===== src/rmts_pkg.sv =====
package rmts_pkg;

  localparam int MAX_TASKS = 8;
  localparam int TIME_BITS = 32;
  localparam int SLOT_BITS = $clog2(MAX_TASKS);
  localparam int CNT_BITS  = $clog2(MAX_TASKS + 1);

  localparam logic ACTION_TICK = 1'b0;
  localparam logic ACTION_LOAD = 1'b1;

  typedef struct packed {
    logic [15:0]          period;
    logic [15:0]          exec_time;
    logic [TIME_BITS-1:0] release_time;
    logic [15:0]          executed;
  } slot_t;

  typedef struct packed {
    logic                 en;
    logic [SLOT_BITS-1:0] idx;
    slot_t                data;
  } slot_wr_t;

  typedef struct packed {
    logic [TIME_BITS-1:0] sum;
    logic                 released;
    logic                 overdue;
  } alu_res_t;

endpackage


===== src/rmts_slot_file.sv =====
module rmts_slot_file (
  input  logic                           clk,
  input  logic [rmts_pkg::SLOT_BITS-1:0] rd_idx,
  output rmts_pkg::slot_t                rd,
  input  rmts_pkg::slot_wr_t             wr
);

  rmts_pkg::slot_t slots [rmts_pkg::MAX_TASKS];

  always_ff @(posedge clk) begin
    if (wr.en) begin
      slots[wr.idx] <= wr.data;
    end
  end

  assign rd = slots[rd_idx];

endmodule


===== src/rmts_alu.sv =====
module rmts_alu (
  input  logic [rmts_pkg::TIME_BITS-1:0] release_time,
  input  logic [15:0]                    period,
  input  logic [rmts_pkg::TIME_BITS-1:0] time_now,
  output rmts_pkg::alu_res_t             res
);

  logic [rmts_pkg::TIME_BITS-1:0] sum;

  assign sum          = release_time + rmts_pkg::TIME_BITS'(period);
  assign res.sum      = sum;
  assign res.released = (release_time <= time_now);
  assign res.overdue  = (sum < time_now);

endmodule


===== src/rate_monotonic_tick_scheduler_unit.sv =====
// Rate-monotonic tick scheduler.
// Input channel (in_valid/in_ready) carries one transaction per item: a load
// (action = 1) writes period and execution time of task_slot, sets its release
// to the current time and clears its executed count; a tick (action = 0)
// schedules one time unit and yields one result on the output channel
// (out_valid/out_ready): tick_time, ran_valid, ran_task, job_done, missed_mask.
// cfg_we/cfg_wdata write active_tasks (slots 0 to min(active_tasks,8)-1 take part).
// A load is absorbed in the accept cycle and the block stays ready.
// A tick runs on one shared add/compare unit: a priority scan over the
// participating slots, a step to charge the chosen task, a deadline scan
// over the slots, and a step to post the result. No new transaction is
// taken until the result is posted. With no slot taking part both scans
// and the charge step are skipped and the result is posted directly.
// The output register holds the result while the receiver stalls; the block
// keeps it and waits in its final step until the register frees up.
// Reset (rst, synchronous) clears time to 0, active_tasks to 1 and the
// handshake; slot contents are undefined until loaded.
module rate_monotonic_tick_scheduler_unit (
  input  logic        clk,
  input  logic        rst,
  input  logic        cfg_we,
  input  logic [3:0]  cfg_wdata,
  input  logic        in_valid,
  output logic        in_ready,
  input  logic        action,
  input  logic [2:0]  task_slot,
  input  logic [15:0] period_in,
  input  logic [15:0] exec_time_in,
  output logic        out_valid,
  input  logic        out_ready,
  output logic [31:0] tick_time,
  output logic        ran_valid,
  output logic [2:0]  ran_task,
  output logic        job_done,
  output logic [7:0]  missed_mask
);

  localparam int SB = rmts_pkg::SLOT_BITS;
  localparam int CB = rmts_pkg::CNT_BITS;
  localparam int TB = rmts_pkg::TIME_BITS;

  localparam logic [2:0] ST_IDLE   = 3'd0;
  localparam logic [2:0] ST_SELECT = 3'd1;
  localparam logic [2:0] ST_EXEC   = 3'd2;
  localparam logic [2:0] ST_MISS   = 3'd3;
  localparam logic [2:0] ST_DONE   = 3'd4;

  logic [2:0]    state;
  logic [3:0]    active_tasks;
  logic [TB-1:0] time_now;
  logic [SB-1:0] idx;
  logic [SB-1:0] pick;
  logic          found;
  logic [15:0]   best_period;
  logic          done_flag;
  logic [7:0]    missed;

  logic [CB-1:0]      n_part;
  logic               last;
  logic               accept;
  logic [SB-1:0]      rd_idx;
  rmts_pkg::slot_t    rd;
  rmts_pkg::slot_wr_t wr;
  rmts_pkg::alu_res_t alu;
  logic [15:0]        exec_inc;
  logic               hit;

  assign n_part = (32'(active_tasks) > rmts_pkg::MAX_TASKS) ?
                  CB'(rmts_pkg::MAX_TASKS) : CB'(active_tasks);
  assign last   = ((32'(idx) + 1) >= 32'(n_part));
  assign in_ready = (state == ST_IDLE);
  assign accept   = in_valid && in_ready;
  assign rd_idx   = (state == ST_EXEC) ? pick : idx;

  rmts_slot_file u_slots (
    .clk    (clk),
    .rd_idx (rd_idx),
    .rd     (rd),
    .wr     (wr)
  );

  rmts_alu u_alu (
    .release_time (rd.release_time),
    .period       (rd.period),
    .time_now     (time_now),
    .res          (alu)
  );

  assign exec_inc = rd.executed + 16'd1;
  assign hit      = (exec_inc == rd.exec_time);

  always_comb begin
    wr      = '0;
    wr.idx  = rd_idx;
    wr.data = rd;
    unique case (state)
      ST_IDLE: begin
        wr.en                = accept && (action == rmts_pkg::ACTION_LOAD) &&
                               (32'(task_slot) < rmts_pkg::MAX_TASKS);
        wr.idx               = SB'(task_slot);
        wr.data.period       = period_in;
        wr.data.exec_time    = exec_time_in;
        wr.data.release_time = time_now;
        wr.data.executed     = '0;
      end
      ST_EXEC: begin
        wr.en                = found;
        wr.data.release_time = hit ? alu.sum : rd.release_time;
        wr.data.executed     = hit ? 16'd0 : exec_inc;
      end
      ST_MISS: begin
        wr.en                = alu.overdue;
        wr.data.release_time = alu.sum;
        wr.data.executed     = '0;
      end
      ST_SELECT, ST_DONE: begin
        wr.en = 1'b0;
      end
      default: begin
        wr.en = 1'b0;
      end
    endcase
  end

  always_ff @(posedge clk) begin
    if (rst) begin
      state        <= ST_IDLE;
      active_tasks <= 4'd1;
      time_now     <= '0;
      out_valid    <= 1'b0;
      idx          <= '0;
      found        <= 1'b0;
      done_flag    <= 1'b0;
      missed       <= '0;
    end else begin
      if (cfg_we) begin
        active_tasks <= cfg_wdata;
      end
      if (out_valid && out_ready && (state != ST_DONE)) begin
        out_valid <= 1'b0;
      end
      unique case (state)
        ST_IDLE: begin
          if (accept && (action == rmts_pkg::ACTION_TICK)) begin
            idx       <= '0;
            found     <= 1'b0;
            done_flag <= 1'b0;
            missed    <= '0;
            state     <= (n_part == '0) ? ST_DONE : ST_SELECT;
          end
        end
        ST_SELECT: begin
          if (alu.released && (!found || (rd.period < best_period))) begin
            found       <= 1'b1;
            pick        <= idx;
            best_period <= rd.period;
          end
          if (last) begin
            idx   <= '0;
            state <= ST_EXEC;
          end else begin
            idx <= idx + SB'(1);
          end
        end
        ST_EXEC: begin
          done_flag <= found && hit;
          state     <= ST_MISS;
        end
        ST_MISS: begin
          if (alu.overdue) begin
            missed <= missed | (8'd1 << idx);
          end
          if (last) begin
            state <= ST_DONE;
          end else begin
            idx <= idx + SB'(1);
          end
        end
        ST_DONE: begin
          if (!out_valid || out_ready) begin
            out_valid   <= 1'b1;
            tick_time   <= time_now[31:0];
            ran_valid   <= found;
            ran_task    <= found ? 3'(pick) : 3'd0;
            job_done    <= done_flag;
            missed_mask <= missed;
            time_now    <= time_now + TB'(1);
            state       <= ST_IDLE;
          end
        end
        default: begin
          state <= ST_IDLE;
        end
      endcase
    end
  end

endmodule

===== config.mk =====
export PLATFORM = sky130hd
export DESIGN_NAME = rate_monotonic_tick_scheduler_unit
export DESIGN_NICKNAME = d
export VERILOG_FILES = /design/src/rmts_pkg.sv /design/src/rmts_slot_file.sv /design/src/rmts_alu.sv /design/src/rate_monotonic_tick_scheduler_unit.sv
export SDC_FILE = /design/constraint.sdc
export NUM_CORES = 1
export LEC_CHECK = 0
export BUFFER_PORTS_ARGS = -buffer_cell sky130_fd_sc_hd__buf_2
export CAP_MARGIN = 10
export CORE_ASPECT_RATIO = 1.2
export CORE_MARGIN = 2
export CORE_UTILIZATION = 56
export CTS_CLUSTER_SIZE = 14
export DETAILED_ROUTE_END_ITERATION = 12
export HOLD_SLACK_MARGIN = 0.15
export PLACE_DENSITY = 0.73
export SLEW_MARGIN = 5
export SYNTH_ARGS = -nofsm -noshare
export SYNTH_HDL_FRONTEND = slang
export SYNTH_SLANG_ARGS = --single-unit

===== constraint.sdc =====
create_clock -name clk -period 26.6 [get_ports clk]
set_clock_uncertainty 0.15 [all_clocks]
set_input_delay 2.66 -clock clk [delete_from_list [all_inputs] [get_ports clk]]
set_output_delay 2.66 -clock clk [all_outputs]
set_load 0.01 [all_outputs]

==> metrics list <==
- For met1 alone, demand over resource in global routing was a little over a third.
- Max-cap violations in this run came to 0.
* Cell area power density: around 89 nW/um2
- Area growth from synthesis to layout: 10.1%
- Worst r2r path cells: 32
- Run status: finished clean
* Cells on Worst Hold Path: 0
* Num CTS Buffers: 75
- TritonCTS built the clock tree.
- Ant. Diodes: 0
- Number of global-route vias before repair: roughly 23000
- Die span in y: 280 um
- Setup violations remaining at the end of the flow were counted as 0.
- The top cell type by area accounts for roughly three fifths of the synthesized area.
- The most used flip-flop cell after synthesis is sky130_fd_sc_hd__edfxtp_1.
- Entering global routing, the biggest net connects between 60 and 70 pins.
- Leakage Power: 13.4 nW
- Wire length after detailed routing: about 90000 um
- In the finished design, the share of the clock period the worst path needs comes to 41.5%.
- The worst hold path begins at missed[0].
- The worst setup path is captured at a flop.
* Worst R2R Start: state[1]
- The first detailed-routing pass took 7 iterations.
* Die width: about 230 um
* Worst reg2reg setup slack: 15.55 ns
- In the post-synthesis netlist, the biggest area contributors are sky130_fd_sc_hd__edfxtp_1 (60%), sky130_fd_sc_hd__mux4_2 (7.0%), sky130_fd_sc_hd__ha_1 (3.7%), sky130_fd_sc_hd__dfxtp_1 (3.0%), sky130_fd_sc_hd__nand2_1 (2.8%).
- During synthesis, Yosys emitted a total of 0 warnings.
- Clock tree synthesis selected as its root buffer the cell sky130_fd_sc_hd__clkbuf_16.
- Utilization of the core after routing: ~62%
- Final HPWL from detailed placement: 55000 um
- In this run the critical register-to-register path is captured at u_slots.slots[3][3].
- Classification of the worst-slack hold path: flop to flop
* Highest-utilization routing layer at the global route stage: met2
- Routability-driven placement finished with a final weighted congestion of 0.907.
- The commonest cells after synthesis are sky130_fd_sc_hd__edfxtp_1 (704), sky130_fd_sc_hd__nand2_1 (267), sky130_fd_sc_hd__nor2_1 (139), sky130_fd_sc_hd__mux4_2 (111), sky130_fd_sc_hd__ha_1 (106).
- For the pin with the worst max-slew slack, the measured transition is 1.22 ns.
- Once the clock tree was built, the resizer swapped 0 gates to a different size.
- Core Footprint: ~63000 um2
- Final total negative setup slack: 0 ns
* Post-synth EDFFs: between 700 and 800
- Along the worst path, the maximum fanout reaches 42.
* Post-CTS setup buffer count: 0
- Hold bufs inserted after CTS: 0
- In this run the tightest slew margin relative to its limit is between 10% and 20%.
- Cell area after technology mapping: 35500 um2
- Number of pins exceeding their max-slew limit in the final report: 0
- Of all cell types, the one taking the most synthesized area is sky130_fd_sc_hd__edfxtp_1.
- The number of nets handed over by synthesis was between 2000 and 3000.
- The first global-routing pass estimated 134000 um of wire.
- The cell count after synthesis came out at between 2000 and 3000.
- Hold Violations, Final: 0
* Average wire per standard cell: roughly 25 um
* Cell with the largest stage delay on the worst path: sky130_fd_sc_hd__buf_4
- The H-tree generated during clock tree synthesis spans 3 levels.
- Number of flip-flops and latches in the synthesized netlist: ~760
- The worst hold path terminates at missed_mask[0].
- Number of nets in the finished design: ~2700
- For the worst setup path, the data required time is between 20 and 30 ns.
- Count of unresolved DRC violations after routing: 0
* Sinks on the clock net: ~760
- The worst-case IR drop observed on VDD is 0.0000601 V.
* Synth Area per Inst: 14.1 um2
* Final worst hold slack: about 0.27 ns
- For this run, the slowest stage of the critical path takes between 0.7 and 0.8 ns.
- Input/output buffers: 91
- Clock transition at the registers of the reported paths: 0.06 ns
- Fill cells in the final layout number between 4000 and 5000.
- Number of primary I/O pins: 92
- The number of antenna violations at the first check in global routing is 1.
- Ys async rst share: 0%
- FP Rows: 101
- Cell mode on critical path: sky130_fd_sc_hd__buf_4
* Vias: 22200
* Clock Latency Late Sink: ~0.63 ns
* Starting density of the core: 56.3%
* Number of library cell types mapped by synthesis: roughly 90
- In the global route stage, met3 resource usage came out at roughly 3.4%.
- Number of nets with antenna violations after routing: 0
- Initial detailed-routing violation count: between 1500 and 2000
* Fraction of layout cells with a size suffix above 1: roughly 16%
- Seq/Total Area, Yosys: 62.5%
* Library cell with the highest instance count after synthesis: sky130_fd_sc_hd__edfxtp_1
- Derived from the worst setup path, the maximum achievable clock frequency is approximately 91 MHz.
* Launching element type of the critical path: flop
- The floorplan step defined a die boundary enclosing roughly 65000 um2.
- Across every metal layer, demand over resource in global routing totals approximately 27%.
- Global routing used a little under half of the available met2 tracks.
- In this run the deepest clock path goes through 3 buffers.
- Overflow left after global routing: 0
* Setup repair after global routing missed its margin: no
- Crit path kind: flop to flop
- In the routed layout, each cell is associated on average with a via count of 6.39.
- Shortest period the worst path allows: roughly 11 ns
* Arrival @ worst endpoint: roughly 11 ns
[flip-flops by register name, indices dropped and copies added (netlist names)]
name and flops:
job_done 1, idx 3, pick 3, missed_mask 8, ran_task 3, done_flag 1, tick_time 32, time_now 32
best_period 16, out_valid 1, u_slots.slots 640, found 1, missed 8, ran_valid 1, state 3, active_tasks 4
[cells by family (layout without fill, tap and decap cells)]
| group | Yosys count | in the layout | share of synthesized area (%) |
|---|---|---|---|
| multiplexers | 231 | 231 | 10.9 |
| AO/OA/AOI/OAI | 448 | 448 | 8.92 |
| flip-flops | 757 | 757 | 62.5 |
| buffers and inverters | 223 | 367 | 3.02 |
| AND/OR/NAND/NOR | 649 | 649 | 8.47 |
| adder cells (fa/ha/maj) | 107 | 107 | 3.79 |
| XOR/XNOR | 96 | 96 | 2.37 |
[per-stage QoR]
step	instance area, um2	cells	worst slack, ns	total power [mW]
global route	39100	3479	14.80	3.61
detailed placement	36700	3343	15.56	2.45
global placement	36700	3343	15.82	2.43
CTS	39100	3479	15.50	3.47
finish	39100	3479	15.55	3.47
floorplan	35500	2511	12.76	2.19
[worst max-delay path by stage]
stage          startpoint                    to  slack [ns]
2_1_floorplan      idx[1]   u_slots.slots[0][0]       12.76
3_3_place_gp     state[1]   u_slots.slots[3][0]       15.82
6_report         state[1]   u_slots.slots[3][3]       15.55
5_1_grt          state[1]  u_slots.slots[3][65]       14.80
3_5_place_dp     state[1]  u_slots.slots[3][78]       15.56
4_1_cts          state[1]  u_slots.slots[3][65]       15.50
[critical path: cells and delay by family, from the launching register on]
family                   cells  cell delay (ns)
buffers and inverters        6             3.23
AO/OA/AOI/OAI               10             2.79
AND/OR/NAND/NOR             10             2.07
adder cells (fa/ha/maj)      3             0.96
multiplexers                 2             0.89
flip-flops                   1             0.31
XOR/XNOR                     1             0.16
[layer usage]
layer  vias up  wire, um
met1     11200     34100
met5         -         0
met2       924     44300
li1       9864         -
met4         0      3300
met3       201      5840
[power by group]
part / internal [mW] / switching [mW]
Sequential: 1.48 / 0.0178
Combinational: 0.332 / 0.619
Clock: 0.575 / 0.448
Total: 2.38 / 1.08
[placed cells by master (no fill, tap or decap), types with 8 or more instances in the layout]
cell type / count
sky130_fd_sc_hd__a21oi_1: 79
sky130_fd_sc_hd__o211ai_1: 9
sky130_fd_sc_hd__a22oi_1: 8
sky130_fd_sc_hd__and3_1: 15
sky130_fd_sc_hd__inv_1: 88
sky130_fd_sc_hd__a32oi_1: 10
sky130_fd_sc_hd__mux4_1: 9
sky130_fd_sc_hd__nor3_2: 10
sky130_fd_sc_hd__o21ai_0: 70
sky130_fd_sc_hd__nand2b_1: 14
sky130_fd_sc_hd__clkinv_1: 11
sky130_fd_sc_hd__xnor2_1: 75
sky130_fd_sc_hd__clkbuf_16: 77
sky130_fd_sc_hd__edfxtp_1: 704
sky130_fd_sc_hd__buf_2: 91
sky130_fd_sc_hd__a21o_1: 35
sky130_fd_sc_hd__a31oi_1: 37
sky130_fd_sc_hd__nor2_1: 139
sky130_fd_sc_hd__a221oi_1: 8
sky130_fd_sc_hd__o211a_1: 11
sky130_fd_sc_hd__nor3_1: 31
sky130_fd_sc_hd__a211oi_1: 30
sky130_fd_sc_hd__xor2_1: 21
sky130_fd_sc_hd__and2_1: 13
sky130_fd_sc_hd__nand3_1: 73
sky130_fd_sc_hd__buf_4: 52
sky130_fd_sc_hd__a2bb2oi_1: 21
sky130_fd_sc_hd__a2111oi_0: 9
sky130_fd_sc_hd__mux2i_1: 96
sky130_fd_sc_hd__ha_1: 106
sky130_fd_sc_hd__mux2_2: 13
sky130_fd_sc_hd__o21a_1: 34
sky130_fd_sc_hd__a21oi_2: 13
sky130_fd_sc_hd__clkbuf_1: 19
sky130_fd_sc_hd__mux4_2: 111
sky130_fd_sc_hd__nand2_1: 266
sky130_fd_sc_hd__clkinv_2: 14
sky130_fd_sc_hd__nand4_1: 23
sky130_fd_sc_hd__dfxtp_1: 53
sky130_fd_sc_hd__nor2b_1: 14
[layout make-up]
class | instances | area, um2 | share of cell area (%)
tap | 824 | 1030 | 2.64
timing repair buffer | 143 | 846 | 2.16
inverter | 88 | 330 | 0.845
clock buffer | 96 | 2000 | 5.11
clock inverter | 40 | 352 | 0.899
multi-input combinational | 1531 | 12300 | 31.6
sequential | 757 | 22200 | 56.8
Power figures use the tool's default switching activity.
